## config.mk

```make
export PLATFORM = sky130hd
export DESIGN_NAME = counting_semaphore_fifo_waiters_unit_flat
export DESIGN_NICKNAME = d
export VERILOG_FILES = /design/src/sv/csfw_pkg.sv /design/src/sv/csfw_req_if.sv /design/src/sv/csfw_rsp_if.sv /design/src/sv/csfw_ram.sv /design/src/sv/csfw_ctrl.sv /design/src/sv/csfw_dp.sv /design/src/sv/counting_semaphore_fifo_waiters_unit.sv /design/src/flat_wrapper.sv
export VERILOG_INCLUDE_DIRS = /design/src /design/src/sv
export SDC_FILE = /design/constraint.sdc
export NUM_CORES = 1
export LEC_CHECK = 0
export BUFFER_PORTS_ARGS = -buffer_cell sky130_fd_sc_hd__buf_4
export CAP_MARGIN = 20
export CORE_ASPECT_RATIO = 0.75
export CORE_MARGIN = 4
export CORE_UTILIZATION = 35
export DETAILED_ROUTE_END_ITERATION = 7
export GPL_TIMING_DRIVEN = 0
export PLACE_DENSITY = 0.47
export SLEW_MARGIN = 30
export SYNTH_ARGS = -nofsm -noshare
export SYNTH_HDL_FRONTEND = slang
export SYNTH_SLANG_ARGS = --single-unit
```

## constraint.sdc

```tcl
create_clock -name clk -period 9.7 [get_ports clk]
set_clock_uncertainty 0.1 [all_clocks]
set_input_delay 0.485 -clock clk [delete_from_list [all_inputs] [get_ports clk]]
set_output_delay 0.485 -clock clk [all_outputs]
set_load 0.01 [all_outputs]
```

## src/sv/counting_semaphore_fifo_waiters_unit_defines.svh

```systemverilog
// Assertion macros shared by the semaphore unit
`ifndef COUNTING_SEMAPHORE_FIFO_WAITERS_UNIT_DEFINES_SVH
`define COUNTING_SEMAPHORE_FIFO_WAITERS_UNIT_DEFINES_SVH

`ifndef SYNTHESIS
`define CSFW_ASSERT_IMP(lbl, ck, rs, ante, cons) \
  lbl: assert property (@(posedge ck) disable iff (rs) (ante) |-> (cons)) \
    else $error("assertion failed");
`define CSFW_ASSERT_NXT(lbl, ck, rs, ante, cons) \
  lbl: assert property (@(posedge ck) disable iff (rs) (ante) |=> (cons)) \
    else $error("assertion failed");
`else
`define CSFW_ASSERT_IMP(lbl, ck, rs, ante, cons)
`define CSFW_ASSERT_NXT(lbl, ck, rs, ante, cons)
`endif

`endif

```

## src/sv/csfw_pkg.sv

```systemverilog
// Types and constants of the semaphore unit
package csfw_pkg;

  localparam int CFG_DATA_BITS  = 16;
  localparam int CFG_INDEX_BITS = 1;
  localparam int OUTCOME_BITS   = 3;

  localparam logic [CFG_INDEX_BITS-1:0] REG_INITIAL_COUNT = 1'd0;
  localparam logic [CFG_INDEX_BITS-1:0] REG_MUTEX_MODE    = 1'd1;

  localparam logic [CFG_DATA_BITS-1:0] INIT_COUNT_RESET = 16'd1;

  localparam logic OP_ACQUIRE = 1'b0;

  localparam logic [OUTCOME_BITS-1:0] OUT_GRANTED     = 3'd0;
  localparam logic [OUTCOME_BITS-1:0] OUT_QUEUED      = 3'd1;
  localparam logic [OUTCOME_BITS-1:0] OUT_WOKE        = 3'd2;
  localparam logic [OUTCOME_BITS-1:0] OUT_INCREMENTED = 3'd3;
  localparam logic [OUTCOME_BITS-1:0] OUT_NOT_OWNER   = 3'd4;
  localparam logic [OUTCOME_BITS-1:0] OUT_FULL        = 3'd5;

  typedef struct packed {
    logic load;
    logic exec;
  } ctrl_cmd_t;

  typedef struct packed {
    logic out_free;
  } dp_status_t;

endpackage

```

## src/sv/csfw_req_if.sv

```systemverilog
// Request channel: operation and requester id
interface csfw_req_if #(
  parameter int ID_BITS = 8
);
  logic               valid;
  logic               ready;
  logic               op;
  logic [ID_BITS-1:0] requester_id;

  modport source (output valid, output op, output requester_id, input ready);
  modport sink   (input valid, input op, input requester_id, output ready);
endinterface

```

## src/sv/csfw_rsp_if.sv

```systemverilog
// Response channel: outcome, woken id, count and queue level
interface csfw_rsp_if #(
  parameter int ID_BITS    = 8,
  parameter int COUNT_BITS = 16,
  parameter int WAIT_BITS  = 5
);
  logic                  valid;
  logic                  ready;
  logic [2:0]            outcome;
  logic [ID_BITS-1:0]    woken_id;
  logic [COUNT_BITS-1:0] count_now;
  logic [WAIT_BITS-1:0]  waiting_now;

  modport source (output valid, output outcome, output woken_id, output count_now,
                  output waiting_now, input ready);
  modport sink   (input valid, input outcome, input woken_id, input count_now,
                  input waiting_now, output ready);
endinterface

```

## src/sv/csfw_ram.sv

```systemverilog
// Generic single write port RAM with registered read
module csfw_ram #(
  parameter int WIDTH = 8,
  parameter int DEPTH = 16
) (
  input  logic                     clk,
  input  logic                     we,
  input  logic [$clog2(DEPTH)-1:0] waddr,
  input  logic [WIDTH-1:0]         wdata,
  input  logic [$clog2(DEPTH)-1:0] raddr,
  output logic [WIDTH-1:0]         rdata
);
  logic [WIDTH-1:0] mem [DEPTH];

  always_ff @(posedge clk) begin
    if (we) begin
      mem[waddr] <= wdata;
    end
    rdata <= mem[raddr];
  end
endmodule

```

## src/sv/csfw_ctrl.sv

```systemverilog
// Request sequencer: accept, then execute once the output stage is free
module csfw_ctrl (
  input  logic                   clk,
  input  logic                   rst,
  input  logic                   req_valid,
  output logic                   req_ready,
  input  csfw_pkg::dp_status_t   status,
  output csfw_pkg::ctrl_cmd_t    cmd
);
  import csfw_pkg::*;

  localparam logic S_IDLE = 1'b0;
  localparam logic S_EXEC = 1'b1;

  logic state;
  logic state_next;

  assign req_ready = (state == S_IDLE);
  assign cmd.load  = req_valid && req_ready;
  assign cmd.exec  = (state == S_EXEC) && status.out_free;

  always_comb begin
    state_next = state;
    unique case (state)
      S_IDLE: begin
        if (cmd.load) begin
          state_next = S_EXEC;
        end
      end
      S_EXEC: begin
        if (cmd.exec) begin
          state_next = S_IDLE;
        end
      end
      default: state_next = S_IDLE;
    endcase
  end

  always_ff @(posedge clk) begin
    if (rst) begin
      state <= S_IDLE;
    end else begin
      state <= state_next;
    end
  end
endmodule

```

## src/sv/csfw_dp.sv

```systemverilog
// Semaphore datapath: count, wait queue, owner and output register
`include "counting_semaphore_fifo_waiters_unit_defines.svh"

module csfw_dp #(
  parameter int WAIT_DEPTH = 16,
  parameter int ID_BITS    = 8,
  parameter int COUNT_BITS = 16
) (
  input  logic                                  clk,
  input  logic                                  rst,
  input  csfw_pkg::ctrl_cmd_t                   cmd,
  output csfw_pkg::dp_status_t                  status,
  input  logic                                  op,
  input  logic [ID_BITS-1:0]                    requester_id,
  input  logic                                  cfg_we,
  input  logic [csfw_pkg::CFG_INDEX_BITS-1:0]   cfg_index,
  input  logic [csfw_pkg::CFG_DATA_BITS-1:0]    cfg_data,
  csfw_rsp_if.source                            rsp
);
  import csfw_pkg::*;

  localparam int PTR_BITS  = $clog2(WAIT_DEPTH);
  localparam int WAIT_BITS = $clog2(WAIT_DEPTH + 1);
  localparam logic [PTR_BITS-1:0]   PTR_LAST  = PTR_BITS'(WAIT_DEPTH - 1);
  localparam logic [WAIT_BITS-1:0]  WAIT_FULL = WAIT_BITS'(WAIT_DEPTH);
  localparam logic [COUNT_BITS-1:0] COUNT_MAX = '1;

  logic                  op_q;
  logic [ID_BITS-1:0]    id_q;
  logic [COUNT_BITS-1:0] count;
  logic [PTR_BITS-1:0]   head;
  logic [PTR_BITS-1:0]   tail;
  logic [WAIT_BITS-1:0]  waiting;
  logic [ID_BITS-1:0]    owner_id;
  logic                  owner_valid;
  logic                  mutex_mode;
  logic                  out_valid;

  logic [COUNT_BITS-1:0] count_next;
  logic [PTR_BITS-1:0]   head_next;
  logic [PTR_BITS-1:0]   tail_next;
  logic [WAIT_BITS-1:0]  waiting_next;
  logic [ID_BITS-1:0]    owner_id_next;
  logic                  owner_valid_next;
  logic [OUTCOME_BITS-1:0] outcome_next;
  logic [ID_BITS-1:0]    woken_next;
  logic                  push;
  logic [ID_BITS-1:0]    head_word;
  logic                  owner_ok;
  logic [31:0]           cfg_ext;

  assign cfg_ext = 32'(cfg_data);
  assign owner_ok = !mutex_mode || (owner_valid && (owner_id == id_q));

  csfw_ram #(
    .WIDTH (ID_BITS),
    .DEPTH (WAIT_DEPTH)
  ) u_wait_ram (
    .clk   (clk),
    .we    (cmd.exec && push),
    .waddr (tail),
    .wdata (id_q),
    .raddr (head),
    .rdata (head_word)
  );

  always_comb begin
    count_next       = count;
    head_next        = head;
    tail_next        = tail;
    waiting_next     = waiting;
    owner_id_next    = owner_id;
    owner_valid_next = owner_valid;
    woken_next       = '0;
    push             = 1'b0;
    if (op_q == OP_ACQUIRE) begin
      priority if (count != '0) begin
        count_next   = count - 1'b1;
        outcome_next = OUT_GRANTED;
        if (mutex_mode) begin
          owner_id_next    = id_q;
          owner_valid_next = 1'b1;
        end
      end else if (waiting == WAIT_FULL) begin
        outcome_next = OUT_FULL;
      end else begin
        push         = 1'b1;
        tail_next    = (tail == PTR_LAST) ? '0 : tail + 1'b1;
        waiting_next = waiting + 1'b1;
        outcome_next = OUT_QUEUED;
      end
    end else begin
      priority if (!owner_ok) begin
        outcome_next = OUT_NOT_OWNER;
      end else if (waiting != '0) begin
        woken_next   = head_word;
        head_next    = (head == PTR_LAST) ? '0 : head + 1'b1;
        waiting_next = waiting - 1'b1;
        outcome_next = OUT_WOKE;
        if (mutex_mode) begin
          owner_id_next    = head_word;
          owner_valid_next = 1'b1;
        end
      end else begin
        if (count != COUNT_MAX) begin
          count_next = count + 1'b1;
        end
        outcome_next = OUT_INCREMENTED;
        if (mutex_mode) begin
          owner_valid_next = 1'b0;
        end
      end
    end
  end

  assign status.out_free = !out_valid || rsp.ready;
  assign rsp.valid = out_valid;

  always_ff @(posedge clk) begin
    if (cmd.load) begin
      op_q <= op;
      id_q <= requester_id;
    end
    if (cmd.exec) begin
      rsp.outcome     <= outcome_next;
      rsp.woken_id    <= woken_next;
      rsp.count_now   <= count_next;
      rsp.waiting_now <= waiting_next;
    end
  end

  always_ff @(posedge clk) begin
    if (rst) begin
      count       <= COUNT_BITS'(INIT_COUNT_RESET);
      head        <= '0;
      tail        <= '0;
      waiting     <= '0;
      owner_id    <= '0;
      owner_valid <= 1'b0;
      mutex_mode  <= 1'b0;
      out_valid   <= 1'b0;
    end else begin
      if (cmd.exec) begin
        count       <= count_next;
        head        <= head_next;
        tail        <= tail_next;
        waiting     <= waiting_next;
        owner_id    <= owner_id_next;
        owner_valid <= owner_valid_next;
        out_valid   <= 1'b1;
      end else if (rsp.ready) begin
        out_valid <= 1'b0;
      end
      if (cfg_we) begin
        unique case (cfg_index)
          REG_INITIAL_COUNT: begin
            count       <= cfg_ext[COUNT_BITS-1:0];
            head        <= '0;
            tail        <= '0;
            waiting     <= '0;
            owner_id    <= '0;
            owner_valid <= 1'b0;
          end
          REG_MUTEX_MODE: mutex_mode <= cfg_data[0];
          default: ;
        endcase
      end
    end
  end

  // empty and full both leave the pointers level; anything between does not
  `CSFW_ASSERT_IMP(a_ptr_level, clk, rst, (waiting == '0) || (waiting == WAIT_FULL), head == tail)
  `CSFW_ASSERT_IMP(a_ptr_apart, clk, rst, (waiting != '0) && (waiting != WAIT_FULL), head != tail)
  `CSFW_ASSERT_NXT(a_grant_dec, clk, rst,
    cmd.exec && !cfg_we && (op_q == OP_ACQUIRE) && (count != '0),
    count == $past(count) - 1'b1)
  `CSFW_ASSERT_NXT(a_exec_out, clk, rst, cmd.exec, out_valid)
endmodule

```

## src/sv/counting_semaphore_fifo_waiters_unit.sv

```systemverilog
// Counting semaphore with FIFO wait queue and optional mutex ownership
//
//   channel  dir  words                             handshake
//   req      in   op, requester_id                  valid/ready
//   rsp      out  outcome, woken_id, count_now,     valid/ready
//                 waiting_now
//   cfg      in   cfg_index, cfg_data               cfg_we, no wait
//
// Each request is accepted, then executed in a separate step that uses
// the registered read of the wait queue RAM at the head pointer.
// The result sits in an output register; a stalled rsp holds the execute step.
// Synchronous reset, count loads 1; the wait queue RAM needs no clearing pass.
module counting_semaphore_fifo_waiters_unit #(
  parameter int WAIT_DEPTH = 16,
  parameter int ID_BITS    = 8,
  parameter int COUNT_BITS = 16
) (
  input  logic                                clk,
  input  logic                                rst,
  csfw_req_if.sink                            req,
  csfw_rsp_if.source                          rsp,
  input  logic                                cfg_we,
  input  logic [csfw_pkg::CFG_INDEX_BITS-1:0] cfg_index,
  input  logic [csfw_pkg::CFG_DATA_BITS-1:0]  cfg_data
);
  import csfw_pkg::*;

  ctrl_cmd_t  cmd;
  dp_status_t status;
  logic       ready;

  assign req.ready = ready;

  csfw_ctrl u_ctrl (
    .clk       (clk),
    .rst       (rst),
    .req_valid (req.valid),
    .req_ready (ready),
    .status    (status),
    .cmd       (cmd)
  );

  csfw_dp #(
    .WAIT_DEPTH (WAIT_DEPTH),
    .ID_BITS    (ID_BITS),
    .COUNT_BITS (COUNT_BITS)
  ) u_dp (
    .clk          (clk),
    .rst          (rst),
    .cmd          (cmd),
    .status       (status),
    .op           (req.op),
    .requester_id (req.requester_id),
    .cfg_we       (cfg_we),
    .cfg_index    (cfg_index),
    .cfg_data     (cfg_data),
    .rsp          (rsp)
  );
endmodule
```

## src/flat_wrapper.sv

```systemverilog
// flat-port wrapper written by rule: the top's interface ports become plain ports
module counting_semaphore_fifo_waiters_unit_flat import csfw_pkg::*;
#(
  parameter int WAIT_DEPTH = 16,
  parameter int ID_BITS    = 8,
  parameter int COUNT_BITS = 16
)
  (clk, rst, cfg_we, cfg_index, cfg_data, req_valid, req_op, req_requester_id, req_ready, rsp_valid, rsp_outcome, rsp_woken_id, rsp_count_now, rsp_waiting_now, rsp_ready);
  csfw_req_if #(.ID_BITS(ID_BITS)) req_i ();
  csfw_rsp_if #(.ID_BITS(ID_BITS), .COUNT_BITS(COUNT_BITS)) rsp_i ();
  input  logic clk;
  input  logic rst;
  input  logic cfg_we;
  input  logic [csfw_pkg::CFG_INDEX_BITS-1:0] cfg_index;
  input  logic [csfw_pkg::CFG_DATA_BITS-1:0] cfg_data;
  input wire logic [$bits(req_i.valid)-1:0] req_valid;
  input wire logic [$bits(req_i.op)-1:0] req_op;
  input wire logic [$bits(req_i.requester_id)-1:0] req_requester_id;
  output wire logic [$bits(req_i.ready)-1:0] req_ready;
  output wire logic [$bits(rsp_i.valid)-1:0] rsp_valid;
  output wire logic [$bits(rsp_i.outcome)-1:0] rsp_outcome;
  output wire logic [$bits(rsp_i.woken_id)-1:0] rsp_woken_id;
  output wire logic [$bits(rsp_i.count_now)-1:0] rsp_count_now;
  output wire logic [$bits(rsp_i.waiting_now)-1:0] rsp_waiting_now;
  input wire logic [$bits(rsp_i.ready)-1:0] rsp_ready;
  assign req_i.valid = req_valid;
  assign req_i.op = req_op;
  assign req_i.requester_id = req_requester_id;
  assign req_ready = req_i.ready;
  assign rsp_valid = rsp_i.valid;
  assign rsp_outcome = rsp_i.outcome;
  assign rsp_woken_id = rsp_i.woken_id;
  assign rsp_count_now = rsp_i.count_now;
  assign rsp_waiting_now = rsp_i.waiting_now;
  assign rsp_i.ready = rsp_ready;
  counting_semaphore_fifo_waiters_unit #(.WAIT_DEPTH(WAIT_DEPTH), .ID_BITS(ID_BITS), .COUNT_BITS(COUNT_BITS)) u_core (.clk(clk), .rst(rst), .req(req_i), .rsp(rsp_i), .cfg_we(cfg_we), .cfg_index(cfg_index), .cfg_data(cfg_data));
endmodule
```

=== Word-level counts from Yosys, hierarchy flattened ===
Memories as Yosys holds them, arrays and structs flattened. A register that Yosys moved wholly into a read port is not among the register bits.
Cells that the tools add are included.

* Add/sub/neg operators: 6
* Equal/unequal tests: 5
* Mux-type cells: 63
* Bitwise operators: 1
* Reduce and logical (&&, ||, !) cells: 13

{| class="wikitable"
|+ Operator list
! cell !! count
|-
| 16-bit 2-to-1 mux || 8
|-
| 8-bit 2-to-1 mux || 9
|-
| 4-bit 2-to-1 mux || 14
|-
| 5-bit 2-to-1 mux || 8
|-
| 1-bit 2-to-1 mux || 19
|-
| 16-bit by 1-bit adder with 16-bit output, second input constant || 1
|-
| 16-bit != test, second input constant || 1
|-
| 16-bit nonzero test || 1
|-
| 16-bit by 1-bit subtractor with 16-bit output, second input constant || 1
|-
| 3-bit 2-to-1 mux || 4
|-
| 4-bit by 1-bit adder with 4-bit output, second input constant || 2
|-
| 4-bit equality test, second input constant || 2
|-
| 8-bit equality test || 1
|-
| 5-bit by 1-bit adder with 5-bit output, second input constant || 1
|-
| 5-bit equality test, second input constant || 1
|-
| 5-bit nonzero test || 1
|-
| 5-bit by 1-bit subtractor with 5-bit output, second input constant || 1
|-
| 1-bit logical AND || 4
|-
| 3-bit AND reduction || 1
|-
| 1-bit logical NOT || 2
|-
| 1-bit logical OR || 2
|-
| 1-bit case mux with 2 select lines || 1
|-
| 2-bit AND reduction || 1
|-
| 2-bit nonzero test || 1
|-
| 1-bit NOT || 1
|}

* Bits in registers: 82
* RAM bits: 128
* Input bits: 31
* Output and inout bits: 34
* Word-level logic and storage cells: 104
* Memories: 1

{| class="wikitable"
|+ Memories
! name !! depth !! width !! read ports !! clocked after Yosys merged registers in !! wr ports !! line !! source
|-
| u_core.u_dp.u_wait_ram.mem || 16 || 8 || 1 || 1 || 1 || csfw_ram.sv:13 || <nowiki>logic [WIDTH-1:0] mem [DEPTH];</nowiki>
|}

=== Logic depth before layout (Yosys ltp) ===
* Depth after elaboration: 8
* Mapped depth: 9

=== By module ===
Synthesis repeated with hierarchy kept, for this count alone.

* Cell total of the unflattened synthesis: 793
* Area, all modules: 10164.7 µm²

{| class="wikitable"
|+ Modules (own cells, without submodules)
! module !! instances !! cells an instance !! area an instance (µm²)
|-
| csfw_ram || 1 || 229 || 5147.4
|-
| csfw_dp || 1 || 558 || 4964.8
|-
| csfw_ctrl || 1 || 6 || 52.6
|}

=== Least setup slack after synthesis ===
OpenSTA, ideal clock, no wires.

* Path type: register to register
* From: register u_core.u_dp.count[3]
* To: memory u_core.u_dp.u_wait_ram.mem[1][0] (enable)
* Setup time: 0.398 ns
* Arrival time: 2.824 ns
* Required time: 9.202 ns
* Path slack: 6.378 ns
* Stages on the path, launching flop included: 7
* Path buffers: 2
* Period minus slack after synthesis: 3.322 ns
* Cell sequence: dfxtp_1 buf_6 or4_1 buf_2 nor4b_4 nand4_1 nor4b_1

* Cells in the longest elaborated chain, start to end: 6

{| class="wikitable"
|+ RTL lines
! item !! line !! source
|-
| start: declaration || csfw_dp.sv:30 || <nowiki>logic [COUNT_BITS-1:0] count;</nowiki>
|-
| start signal: assignment || csfw_dp.sv:134 || <nowiki>count <= COUNT_BITS'(INIT_COUNT_RESET);</nowiki>
|-
| start signal: assignment || csfw_dp.sv:144 || <nowiki>count <= count_next;</nowiki>
|-
| start signal: assignment || csfw_dp.sv:157 || <nowiki>count <= cfg_ext[COUNT_BITS-1:0];</nowiki>
|-
| 16-bit nonzero test || csfw_dp.sv:77 || <nowiki>priority if (count != '0) begin</nowiki>
|-
| 1-bit 2-to-1 mux || csfw_dp.sv:77 ||
|-
| 1-bit 2-to-1 mux || csfw_dp.sv:76 || <nowiki>if (op_q == OP_ACQUIRE) begin</nowiki>
|-
| 1-bit logical AND || csfw_dp.sv:60 || <nowiki>.we (cmd.exec && push),</nowiki>
|-
| 1-bit 2-to-1 mux || csfw_ram.sv:16 || <nowiki>if (we) begin</nowiki>
|-
| 1-bit 2-to-1 mux (not written as such) || csfw_ram.sv:17 || <nowiki>mem[waddr] <= wdata;</nowiki>
|-
| end: declaration || csfw_ram.sv:13 ||
|}

No other way between the ends.

=== Worst setup path in the final report ===
* From: register u_core.u_dp.count[13]
* To: memory u_core.u_dp.u_wait_ram.mem[11][3] (enable)

The elaborated chain is that of the path after synthesis.

==> summary.log <==
[global_routing] global routing's busiest layer met1
[route] average routed wire per standard cell 23.5 um
[global_routing] vias in the first global route 6893
[route] total detailed-routing wirelength 29600 um
[yosys] share of synthesized area spent on multiplexers 0.115
[global_routing] residual overflow from global routing 0
[setup_path] kind of launch point of the worst setup path register
[placed_design] number of I/O port buffers 64
[cells_and_area] growth of design area from synthesis to finish 18.2%
[clock_network] Setup Fix Bufs, Post-CTS 0
[setup_path] setup slack of the most critical reg-to-reg path 5.52 ns
[floorplan] number of core rows 53
[placed_design] detailed placer's ending HPWL 21200 um
[cells_and_area] highest-count cells in the layout ignoring fill and taps sky130_fd_sc_hd__edfxtp_1, sky130_fd_sc_hd__buf_4, sky130_fd_sc_hd__nor2_1, sky130_fd_sc_hd__dfxtp_1, sky130_fd_sc_hd__nand2_1
[sta] final worst-path cycle share 0.431
[yosys] number of flip-flops and latches in the synthesized netlist 218
[clock_network] clock slew at reported path FFs 0.06 ns
[global_routing] global-route met2 utilization 0.253
[yosys] count of flip-flops with a built-in enable after synthesis 169
[yosys] number of instances in the synthesized netlist 763
[clock_network] largest buffer count on any clock path 3
[floorplan] total die area 0.0315 mm^2
[floorplan] Die Width 204 um
[setup_path] Worst Setup End Kind register
[yosys] Yosys Warn Count 0
[power] part of the power in the clock network 0.422
[power] Combinational Power Share 0.091
[yosys] post-synthesis compound-gate area fraction 0.0940
[cells_and_area] count of inserted antenna diode cells 0
[sta] total of endpoints with negative setup slack in the final report 0
[floorplan] Die Ht 155 um
[power] pwr dens 184 mW/mm^2
[setup_path] type of the setup path with the least slack register to register
[setup_path] arrival time reported for the critical path endpoint 4.20 ns
[cells_and_area] final net count 899
[yosys] net count after synthesis 804
[sta] Slew Limit Headroom 0.427
[route] number of detailed-routing iterations run before antenna repair 5
[clock_network] CTS sink count 218
[placed_design] Post-Place Worst Slack 5.58 ns
[clock_network] number of hold buffers added after CTS 0
[route] 1st-iter DRT viols 763
[sta] highest clock frequency the design can meet 239 MHz
[floorplan] IO Pins 65
[sta] unrepaired setup endpoints after global routing false
[yosys] sequential element share of the synthesized area 0.603
[yosys] mean post-synth cell area 13.2 um^2
[sta] max-slew violation count 0
[sta] Final Hold Vio Count 0
[global_routing] GR Util met1 0.298
[cells_and_area] most frequent standard cell in the layout excluding fill and tap cells sky130_fd_sc_hd__edfxtp_1
[route] via/cell ratio 5.63
[floorplan] Std-Cell Core Area 0.0281 mm^2
[power] Power Internal 1.66 mW
[sta] Final min period 4.18 ns
[cells_and_area] share of post-route cells with drive strength above 1 0.206
[global_routing] wire length of the first global-routing pass 44200 um
[setup_path] largest fanout on the critical path 10
[cells_and_area] final design utilization 0.422
[floorplan] initial core utilization 0.357
[yosys] Simple-Gate Fraction of Synth Area 0.126
[global_routing] initial antenna violation count 0
[power] Sw Ratio 0.238
[sta] actual slew at the worst max-slew pin 0.856 ns
[power] net load switching power 0.518 mW
[route] detailed-route via count 7084
[yosys] fraction of the mapped netlist area in adder cells 0.0125
[clock_network] clock buffer count from CTS 23
[yosys] Post-synth top flop sky130_fd_sc_hd__edfxtp_1
[clock_network] clock insertion delay at the later pin of the skew report 0.51 ns
[sta] post-route setup slack 5.52 ns
[global_routing] GRT Resource Usage Total 0.185
[setup_path] data required time of the critical path 9.72 ns
[run] max cap viols 0
[power] sequential group share of total power 0.487
[sta] sum of negative setup slack 0 ns
[yosys] share of async-settable or async-resettable flops after synthesis 0
[run_status] run status finished clean
[yosys] xor-xnor portion of the synthesized cell area 0.0227
[clock_network] Resized Gates After CTS 0
[placed_design] placer's final routability congestion estimate 0.948
[yosys] Syn Std Cell Area 0.0100 mm^2
[clock_network] root buffer selected by CTS sky130_fd_sc_hd__clkbuf_16
[min_path] worst min-delay path category input port to register
[global_routing] largest net degree at the start of global routing 42
[clock_network] CTS H-tree depth 1
[power] P_leak 3.97 nW
[yosys] number of unique standard cell types used by synthesis 67
[route] number of remaining DRC errors 0
[power] IR drop worst, VDD 0.000103 V
[yosys] dominant combinational cell family by area after synthesis simple AND/OR/NAND/NOR gates
[clock_network] CTS tree yes
[global_routing] grt met3 use 0.0405
[route] final antenna-violating net count 0
==> area by class of cell <==
class / instances / area [um^2]
Multi-Input combinational cell: 479 / 3770
Tap cell: 385 / 482
Timing Repair Buffer: 70 / 510
Inverter: 19 / 71.3
Sequential cell: 218 / 6060
Clock inverter: 12 / 165
Fill cell: 2645 / 16200
Clock buffer: 29 / 618
Buffer: 47 / 201
==> per-layer routing <==
layer,vias to the layer above,routed length (um)
met3,30,2430
met5,-,0
met2,285,12100
met1,3589,14600
li1,3180,-
met4,0,566
==> Yosys cell counts (all sizes together), types with 14 or more instances <==
cell type,count,area share
a211oi,14,0.011
mux4,40,0.090
a21oi,32,0.016
dfxtp,49,0.098
o21ai,33,0.016
edfxtp,169,0.51
nand3,21,0.010
nand2,43,0.016
nor2,55,0.021
inv,16,0.0060
and3,16,0.010
mux2i,15,0.015
nor4,17,0.013
nor3,26,0.013
clkbuf,41,0.015
==> power by group through the flow <==
stage | clock network (mW) | logic (mW) | registers [mW]
final | 0.920 | 0.199 | 1.06
after global routing | 0.984 | 0.214 | 1.06
after CTS | 0.945 | 0.195 | 1.06
after detailed placement | 0 | 0.194 | 1.08
after global placement | 0 | 0.193 | 1.08
after floorplan | 0 | 0.113 | 1.07
==> final timing paths <==
check,startpoint,to,cells past startpoint
worst max-delay path,u_core.u_dp.count[13],u_core.u_dp.u_wait_ram.mem[11][3],8
worst max register to register,u_core.u_dp.count[13],u_core.u_dp.u_wait_ram.mem[11][3],8
worst min-delay path,req_requester_id[1],u_core.u_dp.id_q[1],1
worst min register to register,u_core.u_dp.waiting[0],u_core.u_dp.waiting[0],2
==> registers in the layout (all words and copies together), names as in the netlist, 3 cells and up <==
name                          cells
u_core.u_dp.u_wait_ram.mem      128
u_core.u_dp.id_q                  8
u_core.u_dp.tail                  4
u_core.u_dp.head                  4
u_core.u_dp.u_wait_ram.rdata      8
u_core.u_dp.rsp.woken_id          8
u_core.u_dp.rsp.waiting_now       5
u_core.u_dp.rsp.outcome           3
u_core.u_dp.count                16
u_core.u_dp.owner_id              8
u_core.u_dp.rsp.count_now        16
u_core.u_dp.waiting               5
==> cells by family (layout without fill, tap and decap cells) <==
logic type                 count (synthesis)  in the layout
muxes                                     64             64
and+or+nand+nor                          238            238
DFF                                      218            218
xor gates and xnor gates                  26             26
AOI/OAI and AO/OA                        141            141
buffers and inverters                     66            177
adders and majority gates                 10             10
==> through the flow <==
step / cells / hold slack (ns) / instance area [um^2] / total power, mW
2_1_floorplan: 763 / 0.373 / 10000 / 1.19
3_3_place_gp: 1212 / 0.393 / 11000 / 1.27
3_5_place_dp: 1218 / 0.402 / 11100 / 1.27
4_1_cts: 1259 / 0.0309 / 11900 / 2.20
5_1_grt: 1259 / 0.0327 / 11900 / 2.26
6_report: 1259 / 0.0598 / 11900 / 2.18
==> worst max-delay path: stages, from the launching register on <==
cell and delay (ns):
sky130_fd_sc_hd__dfxtp_1 0.32, sky130_fd_sc_hd__clkbuf_1 0.21, sky130_fd_sc_hd__nor3_1 0.70, sky130_fd_sc_hd__and2_1 0.22
sky130_fd_sc_hd__clkbuf_1 0.53, sky130_fd_sc_hd__nand4_1 0.60, sky130_fd_sc_hd__nor2_1 0.29, sky130_fd_sc_hd__nand2_1 0.12
sky130_fd_sc_hd__nor2_1 0.69
No activity file was read; power rests on OpenSTA's default activity.
